**src/hdl/lpc_pkg.sv**
```systemverilog
`default_nettype none
package lpc_pkg;

  localparam int SAMPLE_W = 8;
  localparam int SUM_W    = 28;
  localparam int COEF_W   = 24;
  localparam int ERR_W    = 27;
  localparam int MUL_W    = 28;
  localparam int PROD_W   = 56;
  localparam int NUM_W    = 57;
  localparam int DCNT_W   = 6;
  localparam int IDXO_W   = 4;
  localparam int FQ_W     = 17;

  localparam logic signed [SUM_W-1:0]  SUM_MAX  = 28'sh7FFFFFF;
  localparam logic signed [SUM_W-1:0]  SUM_MIN  = -28'sh8000000;
  localparam logic signed [COEF_W-1:0] COEF_MAX = 24'sh7FFFFF;
  localparam logic signed [COEF_W-1:0] COEF_MIN = -24'sh800000;
  localparam logic signed [COEF_W-1:0] ONE_Q16  = 24'sh010000;

  typedef enum logic [1:0] {
    F_IDLE,
    F_MAC,
    F_PUSH
  } front_state_e;

  typedef enum logic [4:0] {
    B_IDLE,
    B_INIT,
    B_XM,
    B_XA,
    B_DSET,
    B_DIV,
    B_DEND,
    B_URD1,
    B_URD2,
    B_UM1,
    B_UW1,
    B_UM2,
    B_UW2,
    B_EM,
    B_EF,
    B_EE,
    B_EW,
    B_NEXT,
    B_OUT
  } back_state_e;

  // floor((v + 2^15) / 2^16)
  function automatic logic signed [39:0] rnd_q16(input logic signed [PROD_W-1:0] v);
    logic signed [PROD_W-1:0] t;
    t = v + 56'sd32768;
    return t[PROD_W-1:16];
  endfunction

  function automatic logic signed [COEF_W-1:0] sat_coef(input logic signed [40:0] v);
    if (v > 41'(COEF_MAX)) begin
      return COEF_MAX;
    end else if (v < 41'(COEF_MIN)) begin
      return COEF_MIN;
    end
    return v[COEF_W-1:0];
  endfunction

  function automatic logic signed [SUM_W-1:0] sat_sum(input logic signed [SUM_W:0] v);
    if (v > (SUM_W+1)'(SUM_MAX)) begin
      return SUM_MAX;
    end else if (v < (SUM_W+1)'(SUM_MIN)) begin
      return SUM_MIN;
    end
    return v[SUM_W-1:0];
  endfunction

endpackage
`default_nettype wire

```
**src/hdl/lpc_front.sv**
```systemverilog
`default_nettype none
module lpc_front #(
  parameter int ORDER         = 8,
  parameter int MAX_FRAME_LEN = 4096
) (
  input  wire logic                                    clk_i,
  input  wire logic                                    rst_ni,
  input  wire logic                                    start,
  output logic                                         busy,
  input  wire logic signed [lpc_pkg::SAMPLE_W-1:0]     sample_i,
  input  wire logic                                    last_sample_i,
  input  wire logic                                    q_full_i,
  output logic                                         push_o,
  output logic signed [lpc_pkg::SUM_W-1:0]             sums_o [ORDER+1]
);

  localparam int K_W   = $clog2(ORDER + 1);
  localparam int H_W   = (ORDER > 1) ? $clog2(ORDER) : 1;
  localparam int CNT_W = $clog2(MAX_FRAME_LEN + 1);

  lpc_pkg::front_state_e state_q, state_d;
  logic [K_W-1:0]   lag_q, lag_d;
  logic [CNT_W-1:0] cnt_q;
  logic signed [lpc_pkg::SAMPLE_W-1:0] s_q;
  logic last_q;
  logic signed [lpc_pkg::SAMPLE_W-1:0] hist_q [ORDER];
  logic signed [lpc_pkg::SUM_W-1:0]    sums_q [ORDER+1];

  logic take, sum_we, finish, clr;
  logic [K_W-1:0] lm1;
  logic signed [lpc_pkg::SAMPLE_W-1:0] hv;
  logic signed [15:0] prod;
  logic signed [lpc_pkg::SUM_W:0] acc;
  logic add_en;

  assign busy   = (state_q != lpc_pkg::F_IDLE);
  assign sums_o = sums_q;

  assign lm1    = lag_q - 1'b1;
  assign hv     = (lag_q == '0) ? s_q : hist_q[lm1[H_W-1:0]];
  assign prod   = s_q * hv;
  assign acc    = (lpc_pkg::SUM_W+1)'(sums_q[lag_q]) + (lpc_pkg::SUM_W+1)'(prod);
  assign add_en = (lag_q == '0) || (cnt_q >= CNT_W'(lag_q));

  always_comb begin
    state_d = state_q;
    lag_d   = lag_q;
    take    = 1'b0;
    sum_we  = 1'b0;
    finish  = 1'b0;
    clr     = 1'b0;
    push_o  = 1'b0;
    case (state_q)
      lpc_pkg::F_IDLE: begin
        if (start) begin
          take  = 1'b1;
          lag_d = '0;
          if (cnt_q < CNT_W'(MAX_FRAME_LEN)) begin
            state_d = lpc_pkg::F_MAC;
          end else if (last_sample_i) begin
            state_d = lpc_pkg::F_PUSH;
          end
        end
      end
      lpc_pkg::F_MAC: begin
        sum_we = add_en;
        if (lag_q == K_W'(ORDER)) begin
          finish  = 1'b1;
          state_d = last_q ? lpc_pkg::F_PUSH : lpc_pkg::F_IDLE;
        end else begin
          lag_d = lag_q + 1'b1;
        end
      end
      lpc_pkg::F_PUSH: begin
        // hold the frame until the buffer frees up
        if (!q_full_i) begin
          push_o  = 1'b1;
          clr     = 1'b1;
          state_d = lpc_pkg::F_IDLE;
        end
      end
      default: state_d = lpc_pkg::F_IDLE;
    endcase
  end

  always_ff @(posedge clk_i or negedge rst_ni) begin
    if (!rst_ni) begin
      state_q <= lpc_pkg::F_IDLE;
      lag_q   <= '0;
      cnt_q   <= '0;
      last_q  <= 1'b0;
      s_q     <= '0;
      for (int n = 0; n < ORDER; n++) hist_q[n] <= '0;
      for (int n = 0; n <= ORDER; n++) sums_q[n] <= '0;
    end else begin
      state_q <= state_d;
      lag_q   <= lag_d;
      if (take) begin
        s_q    <= sample_i;
        last_q <= last_sample_i;
      end
      if (sum_we) sums_q[lag_q] <= lpc_pkg::sat_sum(acc);
      if (finish) begin
        for (int n = ORDER - 1; n > 0; n--) hist_q[n] <= hist_q[n-1];
        hist_q[0] <= s_q;
        cnt_q     <= cnt_q + 1'b1;
      end
      if (clr) begin
        cnt_q <= '0;
        for (int n = 0; n < ORDER; n++) hist_q[n] <= '0;
        for (int n = 0; n <= ORDER; n++) sums_q[n] <= '0;
      end
    end
  end

endmodule
`default_nettype wire

```
**config.mk**
```make
export PLATFORM = sky130hd
export DESIGN_NAME = lpc_front
export DESIGN_NICKNAME = d
export VERILOG_FILES = /design/src/hdl/lpc_pkg.sv /design/src/hdl/lpc_front.sv
export SDC_FILE = /design/constraint.sdc
export NUM_CORES = 1
export LEC_CHECK = 0
export ABC_AREA = 1
export BUFFER_PORTS_ARGS = -buffer_cell sky130_fd_sc_hd__buf_4
export CORE_AREA = 5 5 189 210
export CTS_BUF_LIST = sky130_fd_sc_hd__clkbuf_2
export DETAILED_ROUTE_END_ITERATION = 8
export DIE_AREA = 0 0 194 215
export PLACE_DENSITY = 0.85
export REMOVE_ABC_BUFFERS = 1
export SYNTH_ARGS = -nofsm -noshare
export SYNTH_HDL_FRONTEND = slang
export SYNTH_SLANG_ARGS = --single-unit
```
**constraint.sdc**
```tcl
create_clock -name clk_i -period 13.5 [get_ports clk_i]
set_clock_uncertainty 0.15 [all_clocks]
set_input_delay 1.35 -clock clk_i [delete_from_list [all_inputs] [get_ports clk_i]]
set_output_delay 1.35 -clock clk_i [all_outputs]
set_load 0.005 [all_outputs]
```
## Word-level counts from Yosys, hierarchy flattened

Index checks and enable logic that the tools add are counted.

- Shift-type cells: 0
- Muxes and demuxes: 40
- $mul: 1
- Bitwise gates (word level): 2
- Equality and inequality tests: 8
- Add/subtract/negate cells: 4
- Reduce and logical (&&, ||, !) cells: 10
- Div/mod/pow operators: 0
- Magnitude comparators: 7

Operators by type and width:

| operator | number |
|---|---|
| two-way mux 252 bit | 2 |
| bitwise mux 252 bit | 1 |
| two-way mux 28 bit | 7 |
| two-way mux 64 bit | 2 |
| binary-select mux 28 bit (select 4 bit) | 1 |
| demux 28 bit (select 4 bit) | 1 |
| adder 28 x 16 -> 29 bit | 1 |
| greater-than comparator 29 x 28 -> 1 bit (second input constant) | 1 |
| less-than comparator 29 x 28 -> 1 bit (second input constant) | 1 |
| two-way mux 13 bit | 2 |
| binary-select mux 8 bit (select 3 bit) | 1 |
| two-way mux 8 bit | 3 |
| multiplier 8 x 8 -> 16 bit | 1 |
| adder 13 x 1 -> 13 bit (second input constant) | 1 |
| greater-or-equal comparator 13 x 4 -> 1 bit | 1 |
| less-than comparator 13 bit (second input constant) | 1 |
| two-way mux 2 bit | 6 |
| two-way mux 1 bit | 10 |
| two-way mux 4 bit | 2 |
| inequality test 2 bit (second input constant) | 4 |
| case mux 4 bit (2 select lines) | 1 |
| nonzero test 2 bit | 4 |
| case mux 2 bit (3 select lines) | 1 |
| greater-or-equal comparator 5 bit (second input constant) | 1 |
| 16 further kinds | 16 |

- Register bits: 344
- Output and inout bits: 254
- Memories: 0
- Logic and storage cells: 94
- RAM bits: 0
- Latch bits: 0
- ROM bits: 0

## Longest topological paths before layout

- Word-level depth: 17
- Mapped depth: 40
- Mapped depth without buffers: 34

## Worst setup path after synthesis

Ideal clock, no wire load.

- Path type: register to register
- From: register lag_q[0]
- To: register sums_q, in the netlist sums_o[118]
- Path buffers: 7
- Setup time: 118 ps
- Cell stages (with the launch flop): 35
- Required time: 13232 ps
- Slack: 5566 ps
- Arrival time: 7666 ps
- Cells stage by stage: dfrtp_1 -> inv_1 -> clkbuf_1 -> clkbuf_1 -> clkbuf_1 -> ha_1 -> buf_2 -> buf_1 -> a21oi_1 -> o21ai_0 -> nand3_1 -> nand3_1 -> o21ai_1 -> nand2_1 -> fa_1 -> inv_1 -> fa_1 -> fa_1 -> fa_1 -> fa_1 -> ha_1 -> inv_1 -> nand2_1 -> nand3_1 -> nand2_1 -> nand2_1 -> nand3_1 -> nand2_1 -> nand2_4 -> inv_6 -> nand2_8 -> buf_6 -> buf_6 -> nand3_1 -> nand2_1

- Cells in the longest elaborated chain, start to end: 17
- Elaborated cells between the ends (all ways): 33
- Those cells by class: add/sub: 2; mul: 1; order compare: 5; mux: 19; bitwise: 2; reduce/logical: 4

RTL lines:

| element | line | text |
|---|---|---|
| start, declared | lpc_front.sv:22 | `logic [K_W-1:0] lag_q, lag_d;` |
| start signal, assigned | lpc_front.sv:97 | `lag_q <= lag_d;` |
| subtractor 3 x 1 -> 3 bit | lpc_front.sv:39 | `assign lm1 = lag_q - 1'b1;` |
| inverter 3 -> 4 bit (implied by the code) | lpc_front.sv:40 | `assign hv = (lag_q == '0) ? s_q : hist_q[lm1[H_W-1:0]];` |
| binary-select mux 8 bit (select 3 bit) | lpc_front.sv:40 |  |
| two-way mux 8 bit (implied by the code) (2 in a row) | lpc_front.sv:40 |  |
| two-way mux 8 bit | lpc_front.sv:40 |  |
| multiplier 8 x 8 -> 16 bit | lpc_front.sv:41 | `assign prod = s_q * hv;` |
| adder 28 x 16 -> 29 bit | lpc_front.sv:42 | `assign acc = (lpc_pkg::SUM_W+1)'(sums_q[lag_q]) + (lpc_pkg::SUM_W+1)'(prod);` |
| less-than comparator 29 x 28 -> 1 bit | lpc_pkg.sv:68 | `end else if (v < (SUM_W+1)'(SUM_MIN)) begin` |
| two-way mux 1 bit | lpc_pkg.sv:68 |  |
| two-way mux 1 bit | lpc_pkg.sv:66 | `if (v > (SUM_W+1)'(SUM_MAX)) begin` |
| two-way mux 1 bit | lpc_front.sv:102 | `if (sum_we) sums_q[lag_q] <= lpc_pkg::sat_sum(acc);` |
| two-way mux 28 bit | lpc_pkg.sv:71 | `return v[SUM_W-1:0];` |
| two-way mux 28 bit | lpc_front.sv:102 |  |
| bitwise mux 252 bit | lpc_front.sv:102 |  |
| two-way mux 252 bit | lpc_front.sv:102 |  |
| two-way mux 252 bit | lpc_front.sv:108 | `if (clr) begin` |
| end signal, assigned by index | lpc_front.sv:102 |  |
| end, declared | lpc_front.sv:27 | `logic signed [lpc_pkg::SUM_W-1:0] sums_q [ORDER+1];` |

Several ways; a longest one is shown, not always the timed one. The select of a mux whose other input is x is not followed.
A chain may end at the register's enable or synchronous reset.

## Worst setup path in the final report

- From: register lag_q[0]
- To: register sums_q, in the netlist sums_o[149]

Same word-level chain as after synthesis.

==> metrics.cfg <==
[synthesis]
yosys_warnings=0
synthDistinctLibCells=51
synthCells=2722
yosysSeqAreaShare_pct=39.05
synth_edf_count=0
synth_top_flop_cell=dfrtp_1
avgSynthCellArea_sq_um=8.099
synth_area_sq_um=22040
async_flop_share_pct=100.0
synth-seq-cells=344

[timing]
slew_headroom_pct=15.14
final_max_slew_viol_count=0
period_share_pct=76.01
fin_hold_ws_ns=0.06025
worstMarginPinSlew_ns=1.270
hold_viol_final=0
setup_violations=0
setup_slack_ns=3.239
setup_tns_ns=0
clock.fmax_ghz=0.09746
grt_setup_unrepaired=false
post-route-min-period_ns=10.26

[grt]
overflow=0
grt_start_max_net_pins=181
grt_pass1_vias=22080
grt_pass1_wl_microns=121200
grtUsageTotal_pct=36.48
antenna_found_initial=2

[cts]
cts_buffer_depth=3
ctsRootBufferMaster=clkbuf_2
cts_buffers=87
postCtsHoldBufs=0
cts_num_sinks=344
cts_tree=built
clkLatencyLatePin_ns=1.13
cts_htree_levels=3
cts_setup_buffers=0
cts.reportedPaths.clkPinSlew_ns=0.12
cts_resized=0

[placed_design]
dp_cells=3365
dp_slack_ns=3.553
place.gp.congestion=0.9615
post-dp-hpwl_microns=51430
port_buffers=266

[routing]
drcViolationCount=0
postRouteAntennaNets=0
totalWireLength_microns=77480
first_pass_iters=6
wl_per_cell_microns=22.08
drt_iter0_markers=2599
post_drt_via_cell_ratio=6.230
num_vias=21860

[die]
dieArea_sq_um=41710
core_sq_um=37440
num_io_pins=267
die_x_microns=194
initial_utilization_pct=58.88
die_y_microns=215
num_rows=75

[hold_path]
hold_class=primary input to async pin

[worst_setup_path]
cp_common_cell=nand2_1
crit_required_ns=14.36
max_stage_delay_ns=0.92
worstPathArrival_ns=11.12
crit_slowest_cell=buf_4
crit_path_max_fanout=150
cp-end-kind=flip-flop
path_class=flip-flop to flip-flop
worstSetupStartpointType=flip-flop

[layout]
area_growth_pct=12.72
fin_nets=3165
layout_commonest_cell=nand2_1
drive_gt1_share_pct=15.97
fin_cells=3509
layout_common_cells=774 x nand2_1, 342 x dfrtp_1, 325 x nand3_1, 289 x buf_4, 254 x inv_1

[run]
timing.max_cap.violations=0

[run_status]
status=completed

==> cells in the mapped netlist, drive strengths merged (57+ instances only) <==
library cell  count  share of area, %
nand3           326               7.4
ha               74               4.2
clkbuf           79               1.3
buf              69               2.2
a21oi           106               2.4
nand2           802                14
o21ai           145               3.3
fa              124                11
nor2            189               3.6
o22ai            57               1.6
dfrtp           344                39
inv             261               4.5
==> final timing paths <==
path / startpoint / end / slack, ns / depth (start not counted)
worst max-delay path: lag_q[0] / sums_o[149] / 3.24 / 31
worst min-delay path: rst_ni / sums_o[32] / 0.06 / 1
worst max register to register: lag_q[0] / sums_o[149] / 3.24 / 31
worst min register to register: hist_q[4] / hist_q[4] / 0.35 / 2
max in group asynchronous: rst_ni / sums_o[80] / 11.53 / 2
min in group clk_i: hist_q[4] / hist_q[4] / 0.35 / 2
==> registers in the layout (all words and copies together), names as in the netlist <==
register / count
cnt_q: 13
hist_q: 64
lag_q: 4
last_q: 1
s_q: 8
state_q: 2
sums_o: 252
==> kinds of logic (layout without fill, tap and decap cells) <==
family,after synthesis,in the layout,share of synthesized area (%)
other,0,4,0
buffers and inverters,412,695,8.042
DFF,344,344,39.05
adders and majority gates,198,198,15.46
xor gates and xnor gates,20,20,0.8287
and+or+nand+nor,1347,1347,25.92
AOI/OAI and AO/OA,401,401,10.70
==> critical path, delay by kind of cell (launching register included) <==
family	cells	cell delay [ns]
flops	1	0.76
buf+inv	7	2.53
fa+ha+maj	7	3.72
simple gates	14	2.13
compound gates	3	0.55
==> area by class of cell <==
cell class              instances  area, sq um
inverters                     264        998.5
flip-flops and latches        344         8613
clock inverters                17        100.1
multi-input cells            1966        11680
repair buffers                291         2205
well taps                     500        625.6
diodes                          4        10.01
fillers                      3084        12590
clock buffers                 123        615.6
==> metrics by stage <==
step,area [sq um],utilization (%)
after floorplan,21270,-
after global placement,24120,64.43
after detailed placement,24120,64.43
after CTS,24840,66.34
after global routing,24850,66.37
final,24850,66.37
==> layer usage <==
metal  routed length [microns]  GRT usage (%)  vias up
met5                         0              0        -
met4                      5653          22.18        0
met3                      9109          9.005      428
met2                     35910          58.93     1752
met1                     26800          44.36    10300
li1                          -              -     9379
Power is not shown: default switching activity piles up to over one toggle a cycle in this logic, so the estimate is an artifact.
