[src/hdl/lpc_pkg.sv]
`default_nettype none
package lpc_pkg;

  localparam int SAMPLE_W = 8;
  localparam int SUM_W    = 28;
  localparam int COEF_W   = 24;
  localparam int ERR_W    = 27;
  localparam int MUL_W    = 28;
  localparam int PROD_W   = 56;
  localparam int NUM_W    = 57;
  localparam int DCNT_W   = 6;
  localparam int IDXO_W   = 4;
  localparam int FQ_W     = 17;

  localparam logic signed [SUM_W-1:0]  SUM_MAX  = 28'sh7FFFFFF;
  localparam logic signed [SUM_W-1:0]  SUM_MIN  = -28'sh8000000;
  localparam logic signed [COEF_W-1:0] COEF_MAX = 24'sh7FFFFF;
  localparam logic signed [COEF_W-1:0] COEF_MIN = -24'sh800000;
  localparam logic signed [COEF_W-1:0] ONE_Q16  = 24'sh010000;

  typedef enum logic [1:0] {
    F_IDLE,
    F_MAC,
    F_PUSH
  } front_state_e;

  typedef enum logic [4:0] {
    B_IDLE,
    B_INIT,
    B_XM,
    B_XA,
    B_DSET,
    B_DIV,
    B_DEND,
    B_URD1,
    B_URD2,
    B_UM1,
    B_UW1,
    B_UM2,
    B_UW2,
    B_EM,
    B_EF,
    B_EE,
    B_EW,
    B_NEXT,
    B_OUT
  } back_state_e;

  // floor((v + 2^15) / 2^16)
  function automatic logic signed [39:0] rnd_q16(input logic signed [PROD_W-1:0] v);
    logic signed [PROD_W-1:0] t;
    t = v + 56'sd32768;
    return t[PROD_W-1:16];
  endfunction

  function automatic logic signed [COEF_W-1:0] sat_coef(input logic signed [40:0] v);
    if (v > 41'(COEF_MAX)) begin
      return COEF_MAX;
    end else if (v < 41'(COEF_MIN)) begin
      return COEF_MIN;
    end
    return v[COEF_W-1:0];
  endfunction

  function automatic logic signed [SUM_W-1:0] sat_sum(input logic signed [SUM_W:0] v);
    if (v > (SUM_W+1)'(SUM_MAX)) begin
      return SUM_MAX;
    end else if (v < (SUM_W+1)'(SUM_MIN)) begin
      return SUM_MIN;
    end
    return v[SUM_W-1:0];
  endfunction

endpackage
`default_nettype wire

[src/hdl/lpc_back.sv]
`default_nettype none
module lpc_back #(
  parameter int ORDER = 8
) (
  input  wire logic                                  clk_i,
  input  wire logic                                  rst_ni,
  input  wire logic                                  q_valid_i,
  input  wire logic signed [lpc_pkg::SUM_W-1:0]      r_data_i,
  output logic [$clog2(ORDER+1)-1:0]                 r_idx_o,
  output logic                                       pop_o,
  output logic                                       result_valid_o,
  output logic [lpc_pkg::IDXO_W-1:0]                 coeff_index_o,
  output logic signed [lpc_pkg::SUM_W-1:0]           autocorrelation_o,
  output logic signed [lpc_pkg::COEF_W-1:0]          lpc_coefficient_o,
  output logic                                       zero_energy_o,
  output logic                                       last_o
);

  localparam int K_W = $clog2(ORDER + 1);
  localparam int NW  = lpc_pkg::NUM_W;
  localparam int CW  = lpc_pkg::COEF_W;

  lpc_pkg::back_state_e state_q, state_d;
  logic [K_W-1:0] i_q, i_d, j_q, j_d, k_q, k_d;
  logic [lpc_pkg::ERR_W-1:0] err_q, err_d;
  logic signed [NW-1:0] acc_q, acc_d;
  logic signed [lpc_pkg::PROD_W-1:0] prod_q, prod_d;
  logic [NW-1:0] dv_q, dv_d;
  logic [lpc_pkg::ERR_W-1:0] rem_q, rem_d;
  logic [lpc_pkg::DCNT_W-1:0] cnt_q, cnt_d;
  logic neg_q, neg_d;
  logic signed [CW-1:0] p_q, p_d, hj_q, hj_d, hk_q, hk_d;
  logic [lpc_pkg::FQ_W-1:0] f_q, f_d;
  logic zero_q, zero_d;

  logic signed [CW-1:0] coef_q [ORDER+1];
  logic [K_W-1:0] a_ridx, a_widx;
  logic a_we;
  logic signed [CW-1:0] a_wdata, a_rd;

  logic signed [lpc_pkg::MUL_W-1:0] mul_a, mul_b;
  logic signed [lpc_pkg::PROD_W-1:0] mul_p;

  logic [K_W-1:0] imj;
  logic signed [NW-1:0] num;
  logic [NW-1:0] mag;
  logic [lpc_pkg::ERR_W:0] rem_sh;
  logic ge;
  logic signed [39:0] rv;
  logic signed [40:0] fv;
  logic [K_W+1:0] jn2;

  logic out_v_d;
  logic out_v_q;
  logic [lpc_pkg::IDXO_W-1:0] out_k_q;
  logic signed [lpc_pkg::SUM_W-1:0] out_r_q;
  logic signed [CW-1:0] out_c_q;
  logic out_z_q, out_l_q;

  assign imj   = i_q - j_q;
  assign a_rd  = coef_q[a_ridx];
  assign mul_p = mul_a * mul_b;
  assign num   = (NW'(r_data_i) <<< 16) - acc_q;
  assign mag   = num[NW-1] ? NW'(-num) : NW'(num);
  assign rem_sh = {rem_q, dv_q[NW-1]};
  assign ge    = rem_sh >= {1'b0, err_q};
  assign rv    = lpc_pkg::rnd_q16(prod_q);
  assign fv    = 41'sd65536 - 41'(rv);
  assign jn2   = ((K_W+2)'(j_q) + (K_W+2)'(1)) << 1;

  always_comb begin
    state_d = state_q;
    i_d = i_q; j_d = j_q; k_d = k_q;
    err_d = err_q; acc_d = acc_q; prod_d = prod_q;
    dv_d = dv_q; rem_d = rem_q; cnt_d = cnt_q; neg_d = neg_q;
    p_d = p_q; hj_d = hj_q; hk_d = hk_q; f_d = f_q; zero_d = zero_q;
    r_idx_o = '0;
    a_ridx  = j_q;
    a_widx  = i_q;
    a_we    = 1'b0;
    a_wdata = p_q;
    mul_a   = lpc_pkg::MUL_W'(p_q);
    mul_b   = lpc_pkg::MUL_W'(p_q);
    pop_o   = 1'b0;
    out_v_d = 1'b0;
    case (state_q)
      lpc_pkg::B_IDLE: begin
        if (q_valid_i) state_d = lpc_pkg::B_INIT;
      end
      lpc_pkg::B_INIT: begin
        r_idx_o = '0;
        err_d   = (r_data_i > 0) ? r_data_i[lpc_pkg::ERR_W-1:0] : '0;
        zero_d  = (r_data_i == '0);
        i_d     = K_W'(1);
        j_d     = K_W'(1);
        acc_d   = '0;
        state_d = lpc_pkg::B_DSET;
      end
      lpc_pkg::B_XM: begin
        r_idx_o = imj;
        a_ridx  = j_q;
        mul_a   = lpc_pkg::MUL_W'(a_rd);
        mul_b   = r_data_i;
        prod_d  = mul_p;
        state_d = lpc_pkg::B_XA;
      end
      lpc_pkg::B_XA: begin
        acc_d = acc_q + NW'(prod_q);
        j_d   = j_q + 1'b1;
        state_d = ((j_q + 1'b1) < i_q) ? lpc_pkg::B_XM : lpc_pkg::B_DSET;
      end
      lpc_pkg::B_DSET: begin
        r_idx_o = i_q;
        if (err_q == '0) begin
          // no error left: coefficient is zero and the rest stays put
          a_we    = 1'b1;
          a_wdata = '0;
          state_d = lpc_pkg::B_NEXT;
        end else begin
          neg_d   = num[NW-1];
          dv_d    = mag + NW'(err_q >> 1);
          rem_d   = '0;
          cnt_d   = '0;
          state_d = lpc_pkg::B_DIV;
        end
      end
      lpc_pkg::B_DIV: begin
        rem_d = ge ? lpc_pkg::ERR_W'(rem_sh - {1'b0, err_q})
                   : rem_sh[lpc_pkg::ERR_W-1:0];
        dv_d  = {dv_q[NW-2:0], ge};
        cnt_d = cnt_q + 1'b1;
        if (cnt_q == lpc_pkg::DCNT_W'(NW - 1)) state_d = lpc_pkg::B_DEND;
      end
      lpc_pkg::B_DEND: begin
        if (neg_q) begin
          p_d = (dv_q > NW'(24'h800000)) ? lpc_pkg::COEF_MIN : -$signed(dv_q[CW-1:0]);
        end else begin
          p_d = (dv_q > NW'(24'h7FFFFF)) ? lpc_pkg::COEF_MAX : $signed(dv_q[CW-1:0]);
        end
        a_we    = 1'b1;
        a_wdata = p_d;
        j_d     = K_W'(1);
        state_d = (i_q > K_W'(1)) ? lpc_pkg::B_URD1 : lpc_pkg::B_EM;
      end
      lpc_pkg::B_URD1: begin
        a_ridx  = j_q;
        hj_d    = a_rd;
        state_d = lpc_pkg::B_URD2;
      end
      lpc_pkg::B_URD2: begin
        a_ridx  = imj;
        hk_d    = a_rd;
        state_d = lpc_pkg::B_UM1;
      end
      lpc_pkg::B_UM1: begin
        mul_b   = lpc_pkg::MUL_W'(hk_q);
        prod_d  = mul_p;
        state_d = lpc_pkg::B_UW1;
      end
      lpc_pkg::B_UW1: begin
        a_we    = 1'b1;
        a_widx  = j_q;
        a_wdata = lpc_pkg::sat_coef(41'(hj_q) - 41'(rv));
        if (j_q != imj) begin
          state_d = lpc_pkg::B_UM2;
        end else if (jn2 <= (K_W+2)'(i_q)) begin
          j_d = j_q + 1'b1;
          state_d = lpc_pkg::B_URD1;
        end else begin
          state_d = lpc_pkg::B_EM;
        end
      end
      lpc_pkg::B_UM2: begin
        mul_b   = lpc_pkg::MUL_W'(hj_q);
        prod_d  = mul_p;
        state_d = lpc_pkg::B_UW2;
      end
      lpc_pkg::B_UW2: begin
        a_we    = 1'b1;
        a_widx  = imj;
        a_wdata = lpc_pkg::sat_coef(41'(hk_q) - 41'(rv));
        if (jn2 <= (K_W+2)'(i_q)) begin
          j_d = j_q + 1'b1;
          state_d = lpc_pkg::B_URD1;
        end else begin
          state_d = lpc_pkg::B_EM;
        end
      end
      lpc_pkg::B_EM: begin
        prod_d  = mul_p;
        state_d = lpc_pkg::B_EF;
      end
      lpc_pkg::B_EF: begin
        if (fv <= 0) begin
          err_d   = '0;
          state_d = lpc_pkg::B_NEXT;
        end else begin
          f_d     = fv[lpc_pkg::FQ_W-1:0];
          state_d = lpc_pkg::B_EE;
        end
      end
      lpc_pkg::B_EE: begin
        mul_a   = lpc_pkg::MUL_W'({1'b0, err_q});
        mul_b   = lpc_pkg::MUL_W'({1'b0, f_q});
        prod_d  = mul_p;
        state_d = lpc_pkg::B_EW;
      end
      lpc_pkg::B_EW: begin
        err_d   = prod_q[lpc_pkg::ERR_W+15:16];
        state_d = lpc_pkg::B_NEXT;
      end
      lpc_pkg::B_NEXT: begin
        acc_d = '0;
        j_d   = K_W'(1);
        k_d   = '0;
        if (i_q == K_W'(ORDER)) begin
          state_d = lpc_pkg::B_OUT;
        end else begin
          i_d     = i_q + 1'b1;
          state_d = lpc_pkg::B_XM;
        end
      end
      lpc_pkg::B_OUT: begin
        r_idx_o = k_q;
        a_ridx  = k_q;
        out_v_d = 1'b1;
        if (k_q == K_W'(ORDER)) begin
          pop_o   = 1'b1;
          state_d = lpc_pkg::B_IDLE;
        end else begin
          k_d = k_q + 1'b1;
        end
      end
      default: state_d = lpc_pkg::B_IDLE;
    endcase
  end

  always_ff @(posedge clk_i or negedge rst_ni) begin
    if (!rst_ni) begin
      state_q <= lpc_pkg::B_IDLE;
      i_q     <= '0;
      j_q     <= '0;
      k_q     <= '0;
      cnt_q   <= '0;
      out_v_q <= 1'b0;
    end else begin
      state_q <= state_d;
      i_q     <= i_d;
      j_q     <= j_d;
      k_q     <= k_d;
      cnt_q   <= cnt_d;
      out_v_q <= out_v_d;
    end
  end

  always_ff @(posedge clk_i) begin
    err_q  <= err_d;
    acc_q  <= acc_d;
    prod_q <= prod_d;
    dv_q   <= dv_d;
    rem_q  <= rem_d;
    neg_q  <= neg_d;
    p_q    <= p_d;
    hj_q   <= hj_d;
    hk_q   <= hk_d;
    f_q    <= f_d;
    zero_q <= zero_d;
    if (a_we) coef_q[a_widx] <= a_wdata;
    if (out_v_d) begin
      out_k_q <= lpc_pkg::IDXO_W'(k_q);
      out_r_q <= r_data_i;
      out_c_q <= (k_q == '0) ? lpc_pkg::ONE_Q16 : (zero_q ? '0 : a_rd);
      out_z_q <= zero_q;
      out_l_q <= (k_q == K_W'(ORDER));
    end
  end

  assign result_valid_o    = out_v_q;
  assign coeff_index_o     = out_k_q;
  assign autocorrelation_o = out_r_q;
  assign lpc_coefficient_o = out_c_q;
  assign zero_energy_o     = out_z_q;
  assign last_o            = out_l_q;

endmodule
`default_nettype wire

[config.mk]
export PLATFORM = sky130hd
export DESIGN_NAME = lpc_back
export DESIGN_NICKNAME = d
export VERILOG_FILES = /design/src/hdl/lpc_pkg.sv /design/src/hdl/lpc_back.sv
export SDC_FILE = /design/constraint.sdc
export NUM_CORES = 2
export LEC_CHECK = 0
export BUFFER_PORTS_ARGS = -buffer_cell sky130_fd_sc_hd__buf_2
export CAP_MARGIN = 25
export CORE_AREA = 2 2 322 324
export CTS_CLUSTER_DIAMETER = 200
export DETAILED_ROUTE_END_ITERATION = 10
export DIE_AREA = 0 0 324 326
export GPL_TIMING_DRIVEN = 1
export PLACE_DENSITY = 0.87
export SYNTH_ARGS = -nofsm -noshare
export SYNTH_HDL_FRONTEND = slang
export SYNTH_SLANG_ARGS = --single-unit
[constraint.sdc]
create_clock -name clk_i -period 32 [get_ports clk_i]
set_clock_uncertainty 0.2 [all_clocks]
set_input_delay 3.2 -clock clk_i [delete_from_list [all_inputs] [get_ports clk_i]]
set_output_delay 3.2 -clock clk_i [all_outputs]
set_load 0.01 [all_outputs]
# Yosys cells after proc, flatten, opt, wreduce, memory -nomap -nowiden
# Memories as Yosys holds them, arrays and structs flattened.
# Cells that the tools add are included.
# totals
n_memories	1
wordCells	168
regBits	397
inputBits	31
ramBits	216
# memory_table
memory	words	word_bits	read_ports	rd_ports_with_merged_regs	wr	line_no	rtl
coef_q	9	24	1	0	1	lpc_back.sv:36	logic signed [CW-1:0] coef_q [ORDER+1];
# op_classes
bitwise	2
n_reduce_logical	23
n_addsub	16
multipliers	1
n_lt_le_gt_ge	12
mux	60
eq_ne	30
# op_table
cell	count
$mux W24	10
$pmux W57 S2	2
$mux W57	2
$pmux W28 S4	1
$mux W27	4
$pmux W24 S4	1
$pmux W5 S19	1
$gt A41 B24 Y1 const B	2
$lt A41 B24 Y1 const B	2
$sub A24 B40 Y41	2
$pmux W27 S3	1
$add A57 B26 Y57	1
$add A57 B56 Y57	1
$gt A57 B23 Y1 const B	1
$gt A57 B24 Y1 const B	1
$neg A57 Y57	1
$sub A44 B57 Y57	1
$add A56 B17 Y56 const B	1
$mul A28 B28 Y56	1
$pmux W28 S2	1
$pmux W27 S2	1
$le A41 B1 Y1 const B	1
$sub A18 B40 Y41 const A	1
$eq A5 B4 Y1 const B	8
43 further kinds	96

# Logic depth before layout (Yosys ltp)
# logic_depth
ltp_word	8
depth_mapped	47
mapped_depth_nobuf	46

# Worst setup path after synthesis
# No wires, ideal clock.
# synth_timing
kind	reg-to-reg
start	register state_q[2]
end	register prod_q[50] in the netlist's numbering, data pin
setup_time_ns	0.258
path_buffers	4
t_arrival_ns	12.099
path_stages_with_launch	42
slack_ns	19.443
required_ns	31.542
path_cell_list	dfrtp_1 clkbuf_1 nor3_1 nand3_1 clkinv_1 nor2_1 a221o_1 clkbuf_1 clkbuf_1 nand2_1 a311oi_1 a31oi_1 nand2_1 o21ai_0 o21ai_1 clkbuf_1 nand2_1 inv_1 [... 6 more ...] inv_1 fa_1 inv_1 fa_1 fa_1 ha_1 ha_1 a21o_1 a21o_1 a21o_1 or3_1 a211oi_1 o311a_1 o21bai_1 a21oi_1 o21bai_1 a21oi_1 xnor2_1
# synth_via
elab_chain_cells	5
word_cells_on_any_way	11
classes_between	1 x mul; 6 x eq/ne; 3 x mux; 1 x memory
# synth_rtl
element	line_no	rtl
start, declared	lpc_back.sv:23	lpc_pkg::back_state_e state_q, state_d;
start signal, assigned	lpc_back.sv:240	state_q <= lpc_pkg::B_IDLE;
start signal, assigned	lpc_back.sv:247	state_q <= state_d;
$eq A5 B5 Y1 / $eq A5 B4 Y1 (equally long branches)	lpc_back.sv:86	case (state_q)
$pmux W4 S2	lpc_back.sv:86	
$mem_v2 Z9 W24	--	
$pmux W28 S2	lpc_back.sv:86	
$mul A28 B28 Y56 (*)	lpc_back.sv:62	assign mul_p = mul_a * mul_b;
via mul_p, one bit	lpc_back.sv:42	logic signed [lpc_pkg::PROD_W-1:0] mul_p;
end signal, assigned	lpc_back.sv:259	prod_q <= prod_d;
end, declared	lpc_back.sv:27	logic signed [lpc_pkg::PROD_W-1:0] prod_q, prod_d;
# The timed path passes the listed nets; every way through them passes the cells marked *.
# A chain may end at the register's enable or synchronous reset.

# Worst setup path in the final report
# layout_timing
start	register state_q[4]
end	register prod_q[55] in the netlist's numbering, data pin
# The elaborated chain is that of the path after synthesis.

==> flow_metrics.py <==
metrics = {
    "logic_synthesis": {
        "ys_seq_area_frac": 0.258,
        "post_synth_num_cell_types": 109,
        "post_synth_instance_area_um2": 70900,
        "synth-seq-cells": 613,
        "syn_inst": 7727,
        "post_synth.cell_area_avg_um2": 9.17,
        "synth_area_leader_cell": "sky130_fd_sc_hd__edfxtp_1",
        "async_reset_ff_frac": 0.0392,
        "synthDominantCellAreaShare": 0.250,
        "synth-warning-count": 0,
        "syn_nets": 9025,
        "number_of_enable_type_register_cells_in_the_synthesized_netlist": 589,
        "ys_dominant_reg_cell": "sky130_fd_sc_hd__edfxtp_1",
        "post_synth_main_area_contributors": "sky130_fd_sc_hd__edfxtp_1, sky130_fd_sc_hd__fa_1, sky130_fd_sc_hd__ha_1, sky130_fd_sc_hd__inv_1, sky130_fd_sc_hd__nand2_1",
    },
    "setup_path": {
        "terminus_of_the_critical_flop_to_flop_path": "prod_q[55]",
        "crit_arrival_ps": 14340,
        "required_ps": 32180,
        "worstSetupStartpoint": "state_q[4]",
        "r2r-start": "state_q[4]",
        "cpPeakStageDelay_ps": 870,
        "critPathLaunchType": "flip-flop",
        "timing.reg2reg.setup_slack_ps": 17850,
        "timing.critical_path.mode_cell": "sky130_fd_sc_hd__fa_1",
        "slowest_stage": "sky130_fd_sc_hd__a221oi_4",
        "end_kind": "flip-flop",
        "setup.worst_path.class": "flip-flop to flip-flop",
        "reg2regPathDepth": 40,
        "timing.critical_path.fanout_max": 77,
    },
    "min_path": {
        "worst_hold_startpoint": "zero_q",
        "worstHoldPathType": "flip-flop to flip-flop",
        "whs_path_depth": 0,
        "whs_endpoint": "zero_energy_o",
    },
    "outcome": {
        "result_of_the_run": "finished, final reports clean",
    },
    "die": {
        "initial_utilization": 0.691,
        "fp.dieW_um": 324,
        "floorplan.io_pins": 95,
        "die_area_um2": 106000,
        "core_um2": 103000,
        "die_y_um": 326,
        "std_cell_rows": 118,
    },
    "power": {
        "ir_worst_vdd_v": 0.0000570,
        "cellPowerDensity_nw_per_um2": 28.7,
        "power_leakage_uw": 0.0338,
    },
    "route": {
        "detailedRoute.firstIterationViolations": 8849,
        "route.final.wire_length_mm": 237,
        "drcViolationCount": 0,
        "wl_per_cell_um": 25.9,
        "ant_nets": 0,
        "detailedRoute.firstPassIterationCount": 8,
        "vias_per_cell": 6.72,
        "detailroute.via_count": 61700,
    },
    "global_route": {
        "grt_util_met1": 0.570,
        "grt.total_usage": 0.452,
        "grt_pass1_vias": 60200,
        "globalRoute.totalOverflow": 0,
        "global_route.usage.met2": 0.655,
        "globalRoute.busiestLayer": "met2",
        "pin_count_of_the_biggest_net_entering_global_routing": 91,
        "global_route.usage.met3": 0.153,
        "grt_pass1_wl_mm": 358,
        "antenna_violations_before_repair": 15,
    },
    "clocking": {
        "worst_setup_hold_path_clk_slew_ps": 60,
        "clock_tree.buffer_depth": 3,
        "postCtsSetupBuffers": 0,
        "cts_tree": "done",
        "clkSinkCount": 613,
        "clkLatencyLatePin_ps": 670,
        "cts.root.buffer_cell": "sky130_fd_sc_hd__clkbuf_16",
        "post_cts_hold_buffer_count": 0,
        "tritoncts.num_buffers": 68,
        "htree_levels": 3,
        "post_cts.resized_instances": 0,
    },
    "timing": {
        "max_freq_mhz": 70.6,
        "totalNegativeSetupSlack_ps": 0,
        "timing.final.crit_period_ps": 14150,
        "finalCritPeriodShare": 0.442,
        "finalMaxSlewViolations": 0,
        "hold_viol": 0,
        "worstMarginPinSlew_ps": 1350,
        "finalSetupViolCount": 0,
        "slew-limit-headroom": 0.0905,
        "grt_setup_unrepaired": "false",
    },
    "placement": {
        "portBuffers": 94,
        "routabilityCongestion": 1.09,
        "total_half_perimeter_wirelength_after_legalization_and_detailed_placement_mm": 180,
        "placed_cell_area_um2": 73300,
    },
    "cells_and_area": {
        "final_common_cell": "sky130_fd_sc_hd__inv_1",
        "synthToLayoutAreaGrowth_pct": 6.71,
        "design.final.nets": 9034,
        "layout.cell_area.non_filler_um2": 75600,
        "layout-drive-gt1-share": 0.0629,
        "mostFrequentLayoutCells": "sky130_fd_sc_hd__inv_1, sky130_fd_sc_hd__nand2_1, sky130_fd_sc_hd__fa_1",
    },
    "job": {
        "number_of_max_cap_violations": 0,
    },
}
[cell families after synthesis]
kind of cell	Yosys count	share of synthesized area
and+or+nand+nor	2588	0.166
xor gates and xnor gates	405	0.0500
buffers and inverters	1355	0.0720
adders and majority gates	1267	0.311
muxes	20	0.00298
DFF	613	0.258
AOI/OAI and AO/OA	1479	0.139
[worst max-delay path, delay by kind of cell (launching register included)]
kind	cells	cell delay [ps]
compound gates	13	5030
xor+xnor	1	130
fa+ha+maj	9	4230
buf+inv	7	1650
flops	1	600
simple gates	10	1940
[state kept, by name, summed over array words and instances (netlist names), 4 cells and up]
signal,count
coef_q,216
acc_q,57
dv_q,57
prod_q,56
autocorrelation_o,28
err_q,27
rem_q,27
hj_q,24
hk_q,24
lpc_coefficient_o,24
p_q,24
f_q,17
cnt_q,6
state_q,5
coeff_index_o,4
i_q,4
j_q,4
k_q,4
[how the worst max path moves through the flow]
stage	slack, ps	to	cells after the start
CTS	18270	prod_q[50]	42
detailed placement	18370	prod_q[50]	42
global placement	18780	prod_q[50]	42
finish	17850	prod_q[55]	40
global route	17290	prod_q[54]	42
floorplan	19440	prod_q[50]	41
[cell type report]
class                   instances  area (µm²)
multi-input cells            5759       47800
fillers                      7285       27000
flip-flops and latches        613       18300
inverters                    1042        3910
clock buffers                  80        1770
well taps                    1380        1730
repair buffers                252        1660
clock inverters                41         514
diodes                          8        20.0
[per-stage QoR]
stage               cells   util  hold slack (ps)  total power [µW]  setup slack, ps
floorplan            7727      -              243              1250            19440
global placement     9040  0.714              257              1340            18780
detailed placement   9040  0.714              254              1360            18370
CTS                  9161  0.736              288              2160            18270
global route         9167  0.737              296              2250            17290
finish               9175  0.737              292              2170            17850
[where the power goes]
group / internal, µW / leakage, µW / switching [µW] / total (µW)
Combinational: 150 / 0.0270 / 219 / 369
Clock: 473 / 0.00111 / 349 / 822
Sequential: 932 / 0.00570 / 51.3 / 983
[Yosys cell counts (all sizes together) (44+ instances only)]
| library cell | number |
|---|---|
| a21o | 176 |
| a21oi | 346 |
| a22o | 44 |
| a22oi | 63 |
| a31oi | 71 |
| and3 | 67 |
| clkbuf | 290 |
| edfxtp | 589 |
| fa | 829 |
| ha | 438 |
| inv | 1041 |
| nand2 | 942 |
| nand2b | 55 |
| nand3 | 159 |
| nand4 | 83 |
| nor2 | 809 |
| nor2b | 54 |
| nor3 | 136 |
| nor4 | 63 |
| o21a | 80 |
| o21ai | 303 |
| or3 | 57 |
| xnor2 | 246 |
| xor2 | 159 |
[layer usage]
layer	vias to the layer above	share of wire
li1	26200	-
met1	29600	0.34
met2	4622	0.42
met3	1218	0.15
met4	12	0.089
met5	-	0.00041
Note: power is estimated with default switching activity, not from simulation.
